<file path="src/hdl/itda_pkg.sv">
// ----------------------------------------------------------------------------
// itda_pkg
// Shared constants and sizing helpers for the integer to decimal text block.
// ----------------------------------------------------------------------------
package itda_pkg;

  localparam int VALUE_BITS_DEF = 32;

  // Magnitude bits folded into the BCD register per converter cycle
  localparam int DABBLE_BITS = 4;

  // Entries in the queue between front and back
  localparam int QUEUE_DEPTH = 2;

  localparam logic [7:0] CHAR_ZERO  = 8'd48;
  localparam logic [7:0] CHAR_MINUS = 8'd45;

  // Decimal digits needed for 2**bits - 1; 1233/4096 approximates log10(2)
  function automatic int dec_digits(input int bits);
    return ((bits * 1233) >> 12) + 1;
  endfunction

  // Converter cycles for a magnitude of the given width
  function automatic int num_steps(input int bits);
    return (bits + DABBLE_BITS - 1) / DABBLE_BITS;
  endfunction

endpackage

</file>
<file path="src/hdl/itda_front.sv">
// ----------------------------------------------------------------------------
// itda_front
// Input side: takes a signed word and splits it into sign and magnitude.
// ----------------------------------------------------------------------------
module itda_front #(
  parameter int VALUE_BITS = itda_pkg::VALUE_BITS_DEF
) (
  input  logic                  s_tvalid,
  output logic                  s_tready,
  input  logic [VALUE_BITS-1:0] value,
  output logic                  push,
  input  logic                  push_ready,
  output logic [VALUE_BITS:0]   push_data   // {negative, magnitude}
);

  logic                  negative;
  logic [VALUE_BITS-1:0] magnitude;

  // Two's complement negate; the most negative value maps onto its unsigned magnitude
  assign negative  = value[VALUE_BITS-1];
  assign magnitude = negative ? (~value + {{(VALUE_BITS-1){1'b0}}, 1'b1}) : value;

  assign s_tready  = push_ready;
  assign push      = s_tvalid & push_ready;
  assign push_data = {negative, magnitude};

endmodule

</file>
<file path="src/hdl/itda_queue.sv">
// ----------------------------------------------------------------------------
// itda_queue
// Short FIFO that decouples the front from the converter.
// ----------------------------------------------------------------------------
module itda_queue #(
  parameter int WIDTH = itda_pkg::VALUE_BITS_DEF + 1,
  parameter int DEPTH = itda_pkg::QUEUE_DEPTH
) (
  input  logic             clk,
  input  logic             rst,
  input  logic             push,
  output logic             push_ready,
  input  logic [WIDTH-1:0] push_data,
  output logic             pop_valid,
  input  logic             pop,
  output logic [WIDTH-1:0] pop_data
);

  localparam int PTR_W = (DEPTH > 1) ? $clog2(DEPTH) : 1;
  localparam int CNT_W = $clog2(DEPTH + 1);

  logic [WIDTH-1:0] mem [DEPTH];
  logic [PTR_W-1:0] wr_ptr;
  logic [PTR_W-1:0] rd_ptr;
  logic [CNT_W-1:0] count;
  logic             do_pop;

  assign push_ready = (count != CNT_W'(DEPTH));
  assign pop_valid  = (count != '0);
  assign pop_data   = mem[rd_ptr];
  assign do_pop     = pop & pop_valid;

  always_ff @(posedge clk) begin
    if (push) begin
      mem[wr_ptr] <= push_data;
    end
  end

  always_ff @(posedge clk) begin
    if (rst) begin
      wr_ptr <= '0;
      rd_ptr <= '0;
      count  <= '0;
    end else begin
      if (push) begin
        wr_ptr <= (wr_ptr == PTR_W'(DEPTH - 1)) ? '0 : wr_ptr + 1'b1;
      end
      if (do_pop) begin
        rd_ptr <= (rd_ptr == PTR_W'(DEPTH - 1)) ? '0 : rd_ptr + 1'b1;
      end
      if (push && !do_pop) begin
        count <= count + 1'b1;
      end else if (!push && do_pop) begin
        count <= count - 1'b1;
      end
    end
  end

  a_no_overflow: assert property (@(posedge clk) disable iff (rst)
    count <= CNT_W'(DEPTH))
    else $error("queue count beyond depth");

endmodule

</file>
<file path="src/hdl/itda_conv.sv">
// ----------------------------------------------------------------------------
// itda_conv
// Binary to BCD converter: shift-and-add-3, several magnitude bits a cycle.
// ----------------------------------------------------------------------------
module itda_conv #(
  parameter int VALUE_BITS = itda_pkg::VALUE_BITS_DEF
) (
  input  logic                  clk,
  input  logic                  rst,
  input  logic                  q_valid,
  output logic                  q_ready,
  input  logic [VALUE_BITS:0]   q_data,    // {negative, magnitude}
  output logic                  c_valid,
  input  logic                  c_ready,
  output logic                  c_neg,
  output logic [itda_pkg::dec_digits(VALUE_BITS)*4-1:0] c_bcd
);

  localparam int NDIG  = itda_pkg::dec_digits(VALUE_BITS);
  localparam int BCD_W = NDIG * 4;
  localparam int NSTEP = itda_pkg::num_steps(VALUE_BITS);
  localparam int PADW  = NSTEP * itda_pkg::DABBLE_BITS;
  localparam int CNT_W = (NSTEP > 1) ? $clog2(NSTEP) : 1;

  typedef enum logic [2:0] {
    S_IDLE = 3'b001,
    S_RUN  = 3'b010,
    S_DONE = 3'b100
  } conv_state_t;

  conv_state_t      state;
  logic [CNT_W-1:0] cnt;
  logic [PADW-1:0]  mag_sr;
  logic [BCD_W-1:0] bcd;
  logic             neg;
  logic [PADW-1:0]  mag_next;
  logic [BCD_W-1:0] bcd_next;
  logic             load;
  logic             bcd_ok;

  assign q_ready = (state == S_IDLE) || ((state == S_DONE) && c_ready);
  assign load    = q_valid && q_ready;
  assign c_valid = (state == S_DONE);
  assign c_neg   = neg;
  assign c_bcd   = bcd;

  // One converter cycle: for each of its magnitude bits, adjust every digit,
  // then shift that bit in
  always_comb begin
    logic [BCD_W-1:0] b_t;
    logic [PADW-1:0]  m_t;
    b_t = bcd;
    m_t = mag_sr;
    for (int k = 0; k < itda_pkg::DABBLE_BITS; k++) begin
      for (int i = 0; i < NDIG; i++) begin
        if (b_t[i*4 +: 4] >= 4'd5) begin
          b_t[i*4 +: 4] = b_t[i*4 +: 4] + 4'd3;
        end
      end
      {b_t, m_t} = {b_t[BCD_W-2:0], m_t, 1'b0};
    end
    bcd_next = b_t;
    mag_next = m_t;
  end

  always_comb begin
    bcd_ok = 1'b1;
    for (int i = 0; i < NDIG; i++) begin
      if (bcd[i*4 +: 4] > 4'd9) begin
        bcd_ok = 1'b0;
      end
    end
  end

  always_ff @(posedge clk) begin
    if (load) begin
      mag_sr <= PADW'(q_data[VALUE_BITS-1:0]);
      bcd    <= '0;
      neg    <= q_data[VALUE_BITS];
      cnt    <= CNT_W'(NSTEP - 1);
    end else if (state == S_RUN) begin
      mag_sr <= mag_next;
      bcd    <= bcd_next;
      cnt    <= cnt - 1'b1;
    end
  end

  always_ff @(posedge clk) begin
    if (rst) begin
      state <= S_IDLE;
    end else begin
      unique case (state)
        S_IDLE: begin
          if (q_valid) state <= S_RUN;
        end
        S_RUN: begin
          if (cnt == '0) state <= S_DONE;
        end
        S_DONE: begin
          // take the next magnitude in the same cycle the result leaves
          if (c_ready) state <= q_valid ? S_RUN : S_IDLE;
        end
        default: state <= S_IDLE;
      endcase
    end
  end

  a_run_ends: assert property (@(posedge clk) disable iff (rst)
    (state == S_RUN) && (cnt == '0) |=> (state == S_DONE))
    else $error("conversion did not finish after the last step");

  a_bcd_digits: assert property (@(posedge clk) disable iff (rst)
    (state == S_DONE) |-> bcd_ok)
    else $error("converted digit out of decimal range");

endmodule

</file>
<file path="src/hdl/itda_emit.sv">
// ----------------------------------------------------------------------------
// itda_emit
// Character sequencer: sign, then digits from the leading nonzero one down.
// ----------------------------------------------------------------------------
module itda_emit #(
  parameter int VALUE_BITS = itda_pkg::VALUE_BITS_DEF
) (
  input  logic       clk,
  input  logic       rst,
  input  logic       in_valid,
  output logic       in_ready,
  input  logic       in_neg,
  input  logic [itda_pkg::dec_digits(VALUE_BITS)*4-1:0] in_bcd,
  output logic       m_tvalid,
  input  logic       m_tready,
  output logic [7:0] m_tdata,   // [7:0] char_code
  output logic       m_tlast    // last
);

  localparam int NDIG  = itda_pkg::dec_digits(VALUE_BITS);
  localparam int BCD_W = NDIG * 4;
  localparam int IDX_W = $clog2(NDIG);

  logic             busy;
  logic             sign_pend;
  logic [IDX_W-1:0] idx;
  logic [BCD_W-1:0] bcd;
  logic [3:0]       dig [NDIG];
  logic [IDX_W-1:0] msd;
  logic [3:0]       cur;
  logic             last_char;
  logic             load;

  // Highest nonzero digit; zero keeps index 0 and gives a single "0"
  always_comb begin
    msd = '0;
    for (int i = 0; i < NDIG; i++) begin
      if (in_bcd[i*4 +: 4] != 4'd0) begin
        msd = IDX_W'(i);
      end
    end
  end

  always_comb begin
    for (int i = 0; i < NDIG; i++) begin
      dig[i] = bcd[i*4 +: 4];
    end
  end

  assign cur       = dig[idx];
  assign last_char = !sign_pend && (idx == '0);
  assign in_ready  = !busy || (m_tready && last_char);
  assign load      = in_valid && in_ready;

  assign m_tvalid = busy;
  assign m_tdata  = sign_pend ? itda_pkg::CHAR_MINUS : (itda_pkg::CHAR_ZERO + {4'd0, cur});
  assign m_tlast  = last_char;

  always_ff @(posedge clk) begin
    if (load) begin
      bcd <= in_bcd;
    end
  end

  always_ff @(posedge clk) begin
    if (rst) begin
      busy      <= 1'b0;
      sign_pend <= 1'b0;
      idx       <= '0;
    end else begin
      priority if (load) begin
        busy      <= 1'b1;
        sign_pend <= in_neg;
        idx       <= msd;
      end else if (busy && m_tready) begin
        // advance one word
        if (sign_pend) begin
          sign_pend <= 1'b0;
        end else if (idx == '0) begin
          busy <= 1'b0;
        end else begin
          idx <= idx - 1'b1;
        end
      end
    end
  end

  a_idle_after_last: assert property (@(posedge clk) disable iff (rst)
    m_tvalid && m_tready && m_tlast && !in_valid |=> !m_tvalid)
    else $error("word sent after the last character");

  a_sign_first: assert property (@(posedge clk) disable iff (rst)
    load && in_neg |=> m_tvalid && (m_tdata == itda_pkg::CHAR_MINUS))
    else $error("negative number did not open with a minus sign");

endmodule

</file>
<file path="src/hdl/int_to_decimal_ascii.sv">
// ----------------------------------------------------------------------------
// int_to_decimal_ascii
// Signed integer to decimal ASCII text, one character word per output beat.
// ----------------------------------------------------------------------------
// Each input word is a two's complement integer; the output is its decimal
// text, most significant character first: '-' for negative values, then the
// digits without leading zeros, with tlast on the final character. Zero gives
// "0" and the most negative value gives its full magnitude. Accepted words
// wait in a two-entry queue while a shift-and-add-3 converter folds four
// magnitude bits per cycle, overlapped with the character sequencer of the
// previous number, so a new number can be converted before the last one has
// been sent. The throughput is set by the converter steps or by the output
// sending one character per cycle while m_tready is held high.
module int_to_decimal_ascii #(
  parameter int VALUE_BITS = itda_pkg::VALUE_BITS_DEF
) (
  input  logic                              clk,
  input  logic                              rst,
  input  logic                              s_tvalid,
  output logic                              s_tready,
  input  logic [((VALUE_BITS+7)/8)*8-1:0]   s_tdata,   // [VALUE_BITS-1:0] value
  output logic                              m_tvalid,
  input  logic                              m_tready,
  output logic [7:0]                        m_tdata,   // [7:0] char_code
  output logic                              m_tlast    // last
);

  localparam int NDIG  = itda_pkg::dec_digits(VALUE_BITS);
  localparam int BCD_W = NDIG * 4;

  logic                  push;
  logic                  push_ready;
  logic [VALUE_BITS:0]   push_data;
  logic                  q_valid;
  logic                  q_ready;
  logic [VALUE_BITS:0]   q_data;
  logic                  c_valid;
  logic                  c_ready;
  logic                  c_neg;
  logic [BCD_W-1:0]      c_bcd;

  itda_front #(.VALUE_BITS(VALUE_BITS)) u_front (
    .s_tvalid   (s_tvalid),
    .s_tready   (s_tready),
    .value      (s_tdata[VALUE_BITS-1:0]),
    .push       (push),
    .push_ready (push_ready),
    .push_data  (push_data)
  );

  itda_queue #(
    .WIDTH (VALUE_BITS + 1),
    .DEPTH (itda_pkg::QUEUE_DEPTH)
  ) u_queue (
    .clk        (clk),
    .rst        (rst),
    .push       (push),
    .push_ready (push_ready),
    .push_data  (push_data),
    .pop_valid  (q_valid),
    .pop        (q_ready),
    .pop_data   (q_data)
  );

  itda_conv #(.VALUE_BITS(VALUE_BITS)) u_conv (
    .clk     (clk),
    .rst     (rst),
    .q_valid (q_valid),
    .q_ready (q_ready),
    .q_data  (q_data),
    .c_valid (c_valid),
    .c_ready (c_ready),
    .c_neg   (c_neg),
    .c_bcd   (c_bcd)
  );

  itda_emit #(.VALUE_BITS(VALUE_BITS)) u_emit (
    .clk      (clk),
    .rst      (rst),
    .in_valid (c_valid),
    .in_ready (c_ready),
    .in_neg   (c_neg),
    .in_bcd   (c_bcd),
    .m_tvalid (m_tvalid),
    .m_tready (m_tready),
    .m_tdata  (m_tdata),
    .m_tlast  (m_tlast)
  );

endmodule
</file>
<file path="config.mk">
export PLATFORM = sky130hd
export DESIGN_NAME = int_to_decimal_ascii
export DESIGN_NICKNAME = d
export VERILOG_FILES = /design/src/hdl/itda_pkg.sv /design/src/hdl/itda_front.sv /design/src/hdl/itda_queue.sv /design/src/hdl/itda_conv.sv /design/src/hdl/itda_emit.sv /design/src/hdl/int_to_decimal_ascii.sv
export SDC_FILE = /design/constraint.sdc
export NUM_CORES = 1
export LEC_CHECK = 0
export BUFFER_PORTS_ARGS = -buffer_cell sky130_fd_sc_hd__buf_2
export CAP_MARGIN = 20
export CORE_ASPECT_RATIO = 0.5
export CORE_MARGIN = 5
export CORE_UTILIZATION = 28
export CTS_CLUSTER_DIAMETER = 150
export DETAILED_ROUTE_END_ITERATION = 8
export RECOVER_POWER = 25
export SYNTH_ARGS = -nofsm -noshare
export SYNTH_HDL_FRONTEND = slang
export SYNTH_SLANG_ARGS = --single-unit
</file>
<file path="constraint.sdc">
create_clock -name clk -period 9.4 [get_ports clk]
set_input_delay 1.88 -clock clk [delete_from_list [all_inputs] [get_ports clk]]
set_output_delay 1.88 -clock clk [all_outputs]
set_load 0.02 [all_outputs]
</file>
==> results.txt <==
final worst slack = 4920 ps
count of state elements after synthesis = 196
die width = 314 um
period utilisation layout = 47.6%
die height = 162 um
Total Routing Usage GR = 10.9%
pin count of the biggest net entering global routing = 87
Syn. warnings = 0
Worst-Skew Late Latency = 440 ps
outcome = finished with violations
setup tns final = 0 ps
# diodes = 0
Post-Syn Instances = 1,385
Min-Delay Startpoint = u_conv.cnt[0]$_SDFFE_PP1P_
Hold Buf Count CTS = 0
Final setup viols = 0
Core ar. = 45,400 um^2
Clock Skew = 11.7 ps
Critical Path RT = 7520 ps
number of global-route vias before repair = 9,122
num ports = 47
Buf+Inv Stages, Crit Path = 1
sequential share of the synthesized area = 41.1%
Worst-Margin Slew = 2020 ps
WL/cell = 14.1 um
die area = 50,800 um^2
WS Path Type = reg -> out
EDFF count, synth = 139
final hold vios = 0
CTS Root Cell = clkbuf_16
Num Clock Sinks = 196
synth unique cells = 90
Synth Area per Inst = 9.33 um^2
Crit. Startpoint = u_emit.idx[0]$_SDFFE_PP0P_
Commonest cells post-synth = edfxtp_1 (139), nand2_1 (139), o21ai_0 (135)
gp weighted congestion = 0.774
Pins Over Slew Limit = 68
total wire length = 28,100 um
Starting DRT DRC Count = 537
hold slack final = 457 ps
I/O Buffers = 43
Mapped Area = 12,900 um^2
async set-reset flop share out of synthesis = 0%
Post-DRT Antenna Nets = 0
leakage = 5.00 nW
failing checks = capacitance limit, slew limit
placed wire-length estimate = 20,100 um
fill cell count = 4,697
initial antenna violation count = 0
Synth Flop Type = edfxtp_1
Largest delay share family, worst path = flip-flops
nets = 1,472
sequential cell area = 5320 um^2
Crit path largest cell delay = 880 ps
clock-pin slew on the worst setup and hold paths = 70 ps
CTS tree = yes
max cap viols = 2
initial core utilization = 28.5%
DRT Pass-1 Iters = 5
Post-CTS Resized = 0
Yosys top cell by area = edfxtp_1
startpoint class of the critical path = flop
Finished Layout Cells = 2,001
slowest CP cell = dfxtp_1
share of layout cells above drive strength 1 = 11.9%
slew margin rel. = -34.6%
most frequent CP cell = nor2_1
CTS max path bufs = 2
VDD IR-drop max = 0.176 mV
crit-path max FO = 16
RSZ-0062 raised after global routing = false
grt ovf = 0
worst slack, placed = 4740 ps
FP Rows = 55
# DRC = 0
cts bufs inserted = 17
Area growth, synth to finish = 10.2%
CP Cell Sequence = mux4_2 -> mux2i_1 -> nor2_1 -> a21oi_1 -> nor2_1 -> buf_2
detailed-route vias per instance = 4.98
Setup crit end kind = primary output
Placed Instances = 1,969
Post-CTS Setup Bufs = 0
Layout Utilization = 31.4%
DR vias = 9,973
worst min path class = reg -> reg
first-pass GRT wire length = 46,200 um
synth top area cells = edfxtp_1 (32%), dfxtp_1 (8.8%), o21ai_0 (5.2%), mux2i_1 (5.2%), ha_1 (4.5%)
H-tree lvl count = 4
area of the multi-input gates = 7080 um^2
Synth top area share = 32.3%
FF-to-FF Start = u_emit.idx[0]$_SDFFE_PP0P_
fmax = 223 MHz
min Tclk post-route = 4480 ps
CP arrival = 2600 ps
Power Dens Cells = 335 nW/um^2
-- power by group --
part           internal, W  switching [W]
Combinational      0.00105        0.00160
Clock             0.000366       0.000343
Sequential         0.00120       0.000207
Total              0.00262        0.00215
-- per-layer routing --
metal	GRT usage [%]	wire (um)	vias to the layer above
met5	0	0	-
met4	1.87	163	0
met3	2.15	800	12
met2	18.0	13100	120
met1	15.0	14100	4694
li1	-	-	5147
-- layout by cell type (no fill, tap or decap), drive strengths merged, types with 12 or more instances in the layout --
cell type	instances
a31oi	14
nand3	31
clkbuf	23
buf	49
a21oi	79
ha	46
o211ai	17
o21a	12
dfxtp	57
inv	75
nor2	104
nor3	24
mux2	22
xnor2	39
or3	17
or2	26
a211oi	37
o21ai	145
nand2	139
nand2b	24
and3	14
edfxtp	139
mux2i	70
-- final timing paths --
kind | depth (start not counted) | slack, ps | to
worst max-delay path | 6 | 4920 | m_tdata[1]
worst min-delay path | 1 | 460 | u_conv.cnt[0]$_SDFFE_PP1P_
worst max register to register | 11 | 5400 | u_queue.count[1]$_SDFFE_PP0P_
worst min register to register | 1 | 460 | u_conv.cnt[0]$_SDFFE_PP1P_
-- layout make-up --
cell class	instances	share of cell area, %
inverters	68	1.79
clock inverters	12	0.782
flip-flops and latches	196	37.3
clock buffers	20	3.21
well taps	598	5.25
multi-input cells	1055	49.7
repair buffers	52	1.94
-- state kept, by name, indices dropped and copies added (netlist names), named ones only --
signal	cells
u_emit.idx	4
u_queue.wr_ptr	1
u_queue.count	2
u_conv.c_bcd	40
u_conv.mag_sr	32
u_emit.sign_pend	1
u_conv.cnt	3
u_emit.bcd	40
u_emit.m_tvalid	1
u_queue.rd_ptr	1
u_conv.state	3
u_conv.c_neg	1
u_queue.mem	66
-- kinds of logic (layout without fill, tap and decap cells) --
kind of cell               count (synthesis)  after routing  synth area share [%]
DFF                                      196            196                  41.1
xor gates and xnor gates                  46             46                  3.12
other                                      2              3                0.0581
and+or+nand+nor                          436            436                  16.3
adders and majority gates                 46             46                  4.45
AOI/OAI and AO/OA                        424            424                  21.8
muxes                                    100            100                  8.95
buffers and inverters                    135            152                  4.23
-- per-stage QoR --
step	power, W	area, um^2
2_1_floorplan	0.00351	12900
3_3_place_gp	0.00406	13700
3_5_place_dp	0.00407	13700
4_1_cts	0.00480	14300
5_1_grt	0.00520	14200
6_report	0.00477	14200
Power figures use the tool's default switching activity.
